==> src/ncpm_pkg.sv <==
// ----------------------------------------------------------------------------
// ncpm_pkg
// shared constants, types and input reduction for the cyclic multiplier
// ----------------------------------------------------------------------------
package ncpm_pkg;

  localparam int POLY_LEN = 1024;
  localparam int MOD_Q    = 12289;
  localparam int LANES    = 4;
  localparam int IDX_W    = $clog2(POLY_LEN);
  localparam int CNT_W    = $clog2(POLY_LEN + LANES + 1);
  localparam int COEF_W   = 14;
  localparam int IN_W     = 15;
  localparam int ACC_W    = 2 * COEF_W + CNT_W;
  localparam int LANE_W   = (LANES > 1) ? $clog2(LANES) : 1;

  // lane sum reduction: fold by 2^14 and 2^28 mod q, then reciprocal estimate
  localparam int RED_W    = 27;
  localparam int FOLD_C1  = 4095;
  localparam int FOLD_C2  = 6829;
  localparam int BAR_M    = 10921;

  localparam logic REQ_LOAD = 1'b0;
  localparam logic REQ_READ = 1'b1;

  typedef struct packed {
    logic clr;
    logic acc_en;
  } lane_ctl_t;

  function automatic logic [COEF_W-1:0] reduce_in(input logic [IN_W-1:0] v);
    logic signed [IN_W+1:0] t;
    begin
      t = signed'({{2{v[IN_W-1]}}, v});
      if (t < 0) t = t + (IN_W+2)'(2 * MOD_Q);
      if (t >= (IN_W+2)'(MOD_Q)) t = t - (IN_W+2)'(MOD_Q);
      return t[COEF_W-1:0];
    end
  endfunction

endpackage

==> src/ncpm_merge.sv <==
// ----------------------------------------------------------------------------
// ncpm_merge
// reduces each lane sum mod q and writes it to the result store
// ----------------------------------------------------------------------------
module ncpm_merge import ncpm_pkg::*; (
  input  logic                        clk,
  input  logic                        rst_n,
  input  logic                        start,
  input  logic [CNT_W-1:0]            base,
  input  logic [LANES-1:0][ACC_W-1:0] lane_acc,
  output logic                        done,
  output logic                        wr_en,
  output logic [IDX_W-1:0]            wr_addr,
  output logic [COEF_W-1:0]           wr_data
);

  typedef enum logic [2:0] {S_IDLE, S_FOLD, S_EST, S_SUB, S_WR, S_DONE} state_t;

  state_t                  state_r;
  logic [LANE_W-1:0]       ln_r;
  logic [CNT_W-1:0]        k_r;
  logic [RED_W-1:0]        y_r;
  logic [COEF_W-1:0]       qh_r;
  logic [COEF_W:0]         r_r;
  logic [ACC_W-1:0]        cur;
  logic [RED_W-1:0]        fold;
  logic [RED_W+COEF_W-1:0] est;
  logic [RED_W-1:0]        diff;
  logic [COEF_W-1:0]       fin;

  assign cur  = lane_acc[ln_r];
  assign fold = RED_W'(cur[ACC_W-1:2*COEF_W]) * RED_W'(FOLD_C2)
              + RED_W'(cur[2*COEF_W-1:COEF_W]) * RED_W'(FOLD_C1)
              + RED_W'(cur[COEF_W-1:0]);
  assign est  = (RED_W+COEF_W)'(y_r) * (RED_W+COEF_W)'(BAR_M);
  assign diff = y_r - RED_W'(qh_r) * RED_W'(MOD_Q);
  assign fin  = (r_r >= (COEF_W+1)'(MOD_Q)) ? COEF_W'(r_r - (COEF_W+1)'(MOD_Q))
                                            : r_r[COEF_W-1:0];

  always_ff @(posedge clk) begin
    if (!rst_n) begin
      state_r <= S_IDLE;
      wr_en   <= 1'b0;
      done    <= 1'b0;
      ln_r    <= '0;
    end else begin
      wr_en <= (state_r == S_WR) && (k_r < CNT_W'(POLY_LEN));
      done  <= (state_r == S_DONE);
      case (state_r)
        S_IDLE: begin
          if (start) begin
            state_r <= S_FOLD;
            ln_r    <= '0;
            k_r     <= base;
          end
        end
        S_FOLD: begin
          y_r     <= fold;
          state_r <= S_EST;
        end
        S_EST: begin
          qh_r    <= est[RED_W+COEF_W-1:RED_W];
          state_r <= S_SUB;
        end
        S_SUB: begin
          r_r     <= diff[COEF_W:0];
          state_r <= S_WR;
        end
        S_WR: begin
          wr_addr <= k_r[IDX_W-1:0];
          wr_data <= fin;
          k_r     <= k_r + 1'b1;
          if (ln_r == LANE_W'(LANES - 1)) begin
            state_r <= S_DONE;
          end else begin
            ln_r    <= ln_r + 1'b1;
            state_r <= S_FOLD;
          end
        end
        S_DONE: begin
          state_r <= S_IDLE;
        end
        default: state_r <= S_IDLE;
      endcase
    end
  end

endmodule

==> config.mk <==
export PLATFORM = sky130hd
export DESIGN_NAME = ncpm_merge
export DESIGN_NICKNAME = d
export VERILOG_FILES = /design/src/ncpm_pkg.sv /design/src/ncpm_merge.sv
export SDC_FILE = /design/constraint.sdc
export NUM_CORES = 1
export LEC_CHECK = 0
export ABC_AREA = 0
export BUFFER_PORTS_ARGS = -buffer_cell sky130_fd_sc_hd__buf_4
export CORE_ASPECT_RATIO = 2
export CORE_MARGIN = 2
export CORE_UTILIZATION = 30
export CTS_CLUSTER_SIZE = 20
export DETAILED_ROUTE_END_ITERATION = 8
export PLACE_DENSITY = 0.43
export REMOVE_ABC_BUFFERS = 1
export SETUP_SLACK_MARGIN = 0.1
export SYNTH_ARGS = -nofsm -noshare
export SYNTH_HDL_FRONTEND = slang
export SYNTH_SLANG_ARGS = --single-unit
==> constraint.sdc <==
create_clock -name clk -period 13.8 [get_ports clk]
set_input_delay 1.38 -clock clk [delete_from_list [all_inputs] [get_ports clk]]
set_output_delay 1.38 -clock clk [all_outputs]
set_load 0.05 [all_outputs]
; Word level (Yosys, flattened, before mapping)
; Index checks and enable logic that the tools add are counted.
[word_totals]
register_bits = 98
input_bits = 170
out_inout_bits = 26
elab_cells = 51
[op_classes]
n_addsub = 6
multipliers = 4
order_cmp = 3
eq_ne = 8
muxes = 11
reduce_logical = 9
[ops]
columns = op, n
row1 = 39-bit binary-select mux with 2-bit select, 1
row2 = "27-bit by 14-bit multiplier with 41-bit output, second input constant", 1
row3 = 39-bit 2-to-1 mux, 1
row4 = 24-bit by 26-bit adder with 27-bit output, 1
row5 = 27-bit by 14-bit adder with 27-bit output, 1
row6 = "14-bit by 12-bit multiplier with 26-bit output, second input constant", 1
row7 = "11-bit by 13-bit multiplier with 24-bit output, second input constant", 1
row8 = 11-bit one-hot mux with 2 select lines, 1
row9 = "15-bit by 14-bit >= comparator with 1-bit output, second input constant", 1
row10 = "14-bit by 14-bit multiplier with 15-bit output, second input constant", 1
row11 = 3-bit one-hot mux with 5 select lines, 1
row12 = 15-bit subtractor, 1
row13 = 14-bit 2-to-1 mux, 1
row14 = "14-bit subtractor, second input constant", 1
row15 = "11-bit by 1-bit adder with 11-bit output, second input constant", 1
row16 = "11-bit less-than comparator, second input constant", 1
row17 = 11-bit 2-to-1 mux, 1
row18 = 2-bit AND reduction, 4
row19 = "3-bit by 2-bit equality test with 1-bit output, second input constant", 2
row20 = "3-bit equality test, second input constant", 2
row21 = 3-bit 2-to-1 mux, 2
row22 = 3-bit AND reduction, 2
row23 = 2-bit 2-to-1 mux, 2
row24 = "2-bit != test, second input constant", 2
row25 = other kinds (8), 8

; Depth between registers and ports, before layout
[depth]
word_depth = 5
depth_mapped = 28
mapped_depth_nobuf = 25

; Worst setup path after synthesis
; OpenSTA, ideal clock, no wires.
[synth_path]
kind = input port to flip-flop
startpoint = in lane_acc[139] (netlist bit)
endpoint = reg y_r[25] (data pin)
setup_ns = 0.263
arrival_time_ns = 7.545
t_required_ns = 13.537
path_slack_ns = 5.992
stages = 22
n_path_buf = 1
path_cell_list = mux4_2 -> fa_1 -> inv_1 -> fa_1 -> inv_1 -> fa_1 -> fa_1 -> fa_1 -> fa_1 -> inv_1 -> fa_1 -> inv_1 -> ha_1 -> clkbuf_1 -> a21o_1 -> a21o_1 -> nor3_1 -> a2111oi_0 -> o31ai_1 -> o21ai_1 -> a311oi_1 -> xnor2_1
[synth_between]
elab_chain_cells = 5
[synth_lines]
columns = item, line
row1 = from (decl), ncpm_merge.sv:10  ; input logic [LANES-1:0][ACC_W-1:0] lane_acc,
row2 = 39-bit binary-select mux with 2-bit select, ncpm_merge.sv:31  ; assign cur = lane_acc[ln_r];
row3 = 39-bit 2-to-1 mux (not written as such), ncpm_merge.sv:31
row4 = 14-bit by 12-bit multiplier with 26-bit output, ncpm_merge.sv:33  ; + RED_W'(cur[2*COEF_W-1:COEF_W]) * RED_W'(FOLD_C1)
row5 = 24-bit by 26-bit adder with 27-bit output, ncpm_merge.sv:33
row6 = 27-bit by 14-bit adder with 27-bit output, ncpm_merge.sv:34  ; + RED_W'(cur[COEF_W-1:0]);
row7 = via fold[25], ncpm_merge.sv:26  ; logic [RED_W-1:0] fold;
row8 = to (signal assigned), ncpm_merge.sv:58  ; y_r <= fold;
row9 = to (decl), ncpm_merge.sv:22  ; logic [RED_W-1:0] y_r;
; The timed path passes the listed nets, and every way through them passes these cells. The select of a mux whose other input is x is not followed.
; A chain may end at the register's enable or synchronous reset.

; Worst setup path in the final report
[layout_path]
startpoint = reg ln_r[0]
endpoint = reg y_r[25] (data pin)
[layout_between]
elab_chain_cells = 5
word_cells_on_any_way = 6
cone_classes = add/sub (2) / mul (2) / mux (2)
[layout_lines]
columns = item, line
row1 = from (decl), ncpm_merge.sv:20  ; logic [LANE_W-1:0] ln_r;
row2 = from (signal assigned), ncpm_merge.sv:76  ; ln_r <= ln_r + 1'b1;
row3 = 39-bit binary-select mux with 2-bit select *, ncpm_merge.sv:31
row4 = 39-bit 2-to-1 mux (not written as such) *, ncpm_merge.sv:31
row5 = 14-bit by 12-bit multiplier with 26-bit output or 11-bit by 13-bit multiplier with 24-bit output (tied branches), "ncpm_merge.sv:33, ncpm_merge.sv:32"
row6 = 24-bit by 26-bit adder with 27-bit output, ncpm_merge.sv:33
row7 = 27-bit by 14-bit adder with 27-bit output *, ncpm_merge.sv:34
row8 = via fold[25], ncpm_merge.sv:26
; Mark *: on every way through the listed nets, which the timed path passes. The rest lies on a longest branch. The select of a mux whose other input is x is not followed.

==> metrics.md <==
| Metric | Value |
|---|---|
| Hold Crit Endpoint | wr_en |
| Worst slew margin relative to its limit | 0.346 |
| Most used flip-flop cell after synthesis | edfxtp_1 |
| Most area-hungry cell type in the Yosys netlist | fa_1 |
| Clock input transition at the sequential cells of the worst setup and hold paths | approximately 0.08 ns |
| Max-slew violations | 0 |
| Depth of the most critical reg-to-reg path | 22 |
| Max frequency | 122 MHz |
| Final period utilization | 0.595 |
| Reg2reg start | ln_r[0] |
| Deepest level of the CTS H-tree | 3 |
| Number of antenna violations at the first check in global routing | 0 |
| Number of global-route vias before repair | approximately 14000 |
| Category of the worst setup path launch point | flop |
| Hold buffer count at CTS | 0 |
| Overall track demand over capacity in global routing | 0.159 |
| Antenna Violating Nets Remaining | 0 |
| Total clock sinks | around 100 |
| Starting utilization of the core area | 0.303 |
| Cell types with the largest area share after synthesis | fa_1, ha_1, edfxtp_1, inv_1, mux4_2 |
| Grt total ovfl | 0 |
| Area fraction of the dominant cell type after synthesis | 0.330 |
| Post-synthesis sequential area ratio | 0.158 |
| Final WL | ~47000 um |
| Gate Count Post-Synth | around 1700 |
| Total number of vias | 11900 |
| Fill cell instance count of the final layout | about 6000 |
| Number of port buffers | ~200 |
| Area of the mapped netlist | around 0.018 sq mm |
| TritonCTS Buffers | 9 |
| First DRT Iteration DRCs | 279 |
| TritonCTS clock tree | yes |
| Setup repair after global routing missed its margin | no |
| Worst hold path stage count | 1 |
| Placed Instances | 2610 |
| Outcome | complete, no violations |
| CTS max path bufs | 2 |
| Residual DRC | 0 |
| Die area | 0.0627 sq mm |
| First-pass GRT wire length | 74200 um |
| Number of synthesized flops with an enable pin | 91 |
| Mean Syn Cell Area | 11.0 sq um |
| Number of gates resized after CTS | 0 |
| Area taken by multi-input logic gates | ~0.013 sq mm |
| Growth of design area from synthesis to finish | 14.9% |
| Drt pass-1 iters | 6 |
| Detailed Place HPWL | approximately 43000 um |
| Setup skew after layout | 0.0107 ns |
| Worst setup path category | flop to flop |
| Hold Startpoint | k_r[10] |
| Count of final hold-check violations | 0 |
| Number of cell rows | about 130 |
| CP top delay family | adder cells |
| CP Data Required Time | between 10 and 15 ns |
| Post-Route Setup TNS | 0 ns |
| Maximum single-stage delay on the critical path | 0.72 ns |
| Count of antenna diodes in the layout | 0 |
| Share of final-layout standard cells stronger than drive strength 1 | 0.148 |
| Yosys synthesis warning count | 0 |
| Height of the die | 352 um |
| Storage cell area | between 0.002 and 0.003 sq mm |
| Placer's final routability congestion estimate | around 0.87 |
| R2R setup slack | 5.59 ns |
| Transition at the pin with the smallest max-transition slack | between 0.9 and 1 ns |
| Via density per instance | about 4.5 |
| Total setup violations reported at the end of the flow | 0 |
| Pin count of the biggest net entering global routing | 43 |
| Critical path peak fanout | 42 |
| Number of buffers added for setup after CTS | 0 |
| Horizontal die dimension | 178 um |
| Combined buffer and inverter count along the critical path | 5 |
| Critical Path AT | 8.34 ns |
| Core area | between 0.05 and 0.06 sq mm |
| Crit path top cell by count | fa_1 |
| Netlist cell types | a little under 60 |
| Clock Tree Root | clkbuf_16 |
| Type of destination of the critical path | flop |
| Share of flip-flops with an asynchronous set or reset after synthesis | 0 |
| Slowest library cell on the worst path | a2111oi_0 |
| Post-layout minimum cycle time | approximately 8.2 ns |
| CP cell instances | buf_4 -> mux4_2 -> fa_1 -> inv_1 -> fa_1 -> inv_1 -> fa_1 -> fa_1 -> fa_1 -> fa_1 -> inv_1 -> fa_1 -> inv_1 -> ha_1 -> nand4_1 -> nor3_1 -> nor2_1 -> a2111oi_0 -> o31ai_1 -> o21ai_1 -> a311oi_1 -> xnor2_1 |
| Final #Nets | ~2600 |
| I/O pins | about 200 |
| Worst-Skew Late Latency | 0.38 ns |
| RR Endpoint | y_r[25] |
| Post-synthesis sequential element count | 98 |
| Max Cap Violations | 0 |
| Post-layout instance count excluding filler cells | 2626 |
| WL/cell | roughly 18 um |
| Class of the tightest hold or removal check | flop to flop |
==> cell usage after synthesis (7+ instances only) <==
cell,count
nand2b_1,10
nor2_1,42
and3_1,7
nand2_1,42
nor2b_1,7
dfxtp_1,7
inv_1,467
clkbuf_1,12
fa_1,300
ha_1,327
xor2_1,25
o21ai_0,26
edfxtp_1,91
a211oi_1,7
o21ai_1,13
a21o_1,11
o21a_1,10
nand3_1,20
xnor2_1,51
a21oi_1,39
nor3_1,22
mux4_2,39
o211ai_1,7
==> sequential cells by signal (all words and copies together) (netlist names) <==
name	flops
qh_r	14
done	1
state_r	3
r_r	15
ln_r	2
y_r	27
wr_en	1
wr_addr	10
k_r	11
wr_data	14
==> worst max-delay path by stage <==
stage | from | end | slack [ns] | cells after the start
final | ln_r[0] | y_r[25] | 5.59 | 22
after global routing | ln_r[0] | y_r[25] | 4.95 | 22
after CTS | ln_r[0] | y_r[25] | 5.42 | 22
after floorplan | ln_r[0] | y_r[25] | 5.46 | 21
after detailed placement | lane_acc[139] | y_r[25] | 5.12 | 22
after global placement | lane_acc[139] | y_r[25] | 5.20 | 22
==> area by class of cell <==
class                           instances  share of cell area
Sequential cell                        98               0.138
Inverter                              467              0.0839
Clock inverter                          3             0.00114
Multi-Input combinational cell       1070               0.646
Clock buffer                           13              0.0129
Tap cell                              774              0.0463
Timing Repair Buffer                  201              0.0722
==> per-stage QoR <==
step | hold slack, ns | util | setup WS [ns] | cell area [sq um]
2_1_floorplan | 0.438 | - | 5.46 | 18100
6_report | 0.463 | 0.349 | 5.59 | 20900
3_5_place_dp | 0.460 | 0.344 | 5.12 | 20600
4_1_cts | 0.465 | 0.349 | 5.42 | 20900
3_3_place_gp | 0.451 | 0.344 | 5.20 | 20600
5_1_grt | 0.478 | 0.349 | 4.95 | 20900
==> kinds of logic after synthesis <==
group	after synthesis	synth area share
AND/OR/NAND/NOR	180	0.0491
buffers and inverters	484	0.100
flip-flops	98	0.158
AO/OA/AOI/OAI	146	0.0511
XOR/XNOR	76	0.0366
adder cells (fa/ha/maj)	627	0.555
multiplexers	41	0.0495
==> metal layers <==
| metal | GRT usage | vias to the layer above | routed length [um] |
|---|---|---|---|
| met5 | 0 | - | 0 |
| met4 | 0.0523 | 0 | 1460 |
| met3 | 0.0129 | 49 | 920 |
| met2 | 0.351 | 201 | 30500 |
| met1 | 0.139 | 5939 | 13900 |
| li1 | - | 5697 | - |
==> placed cells by master, fill, tap and decap left out, types with 3 or more instances in the layout <==
| cell | instances |
|---|---|
| nor2_2 | 3 |
| fa_1 | 300 |
| xor2_1 | 25 |
| or3_1 | 4 |
| o21bai_1 | 5 |
| o21a_1 | 10 |
| nand3_1 | 20 |
| nand2b_1 | 10 |
| nor3_1 | 22 |
| mux4_2 | 39 |
| nand2_1 | 42 |
| o211ai_1 | 7 |
| nor2b_1 | 7 |
| a21oi_1 | 39 |
| nor2_1 | 40 |
| clkbuf_16 | 9 |
| inv_1 | 467 |
| clkbuf_8 | 3 |
| a21o_1 | 11 |
| a211oi_1 | 7 |
| nand3b_1 | 3 |
| a41oi_1 | 3 |
| xnor2_1 | 51 |
| a31oi_1 | 5 |
| o21ai_1 | 13 |
| o21ai_0 | 26 |
| and3_1 | 7 |
| nand4_1 | 5 |
| ha_1 | 327 |
| dfxtp_1 | 5 |
| or2_2 | 5 |
| edfxtp_1 | 91 |
| buf_4 | 201 |
Power is left out: the tool's default activity adds up to more than one toggle a clock period on the data nets, which glitch-free logic cannot reach.
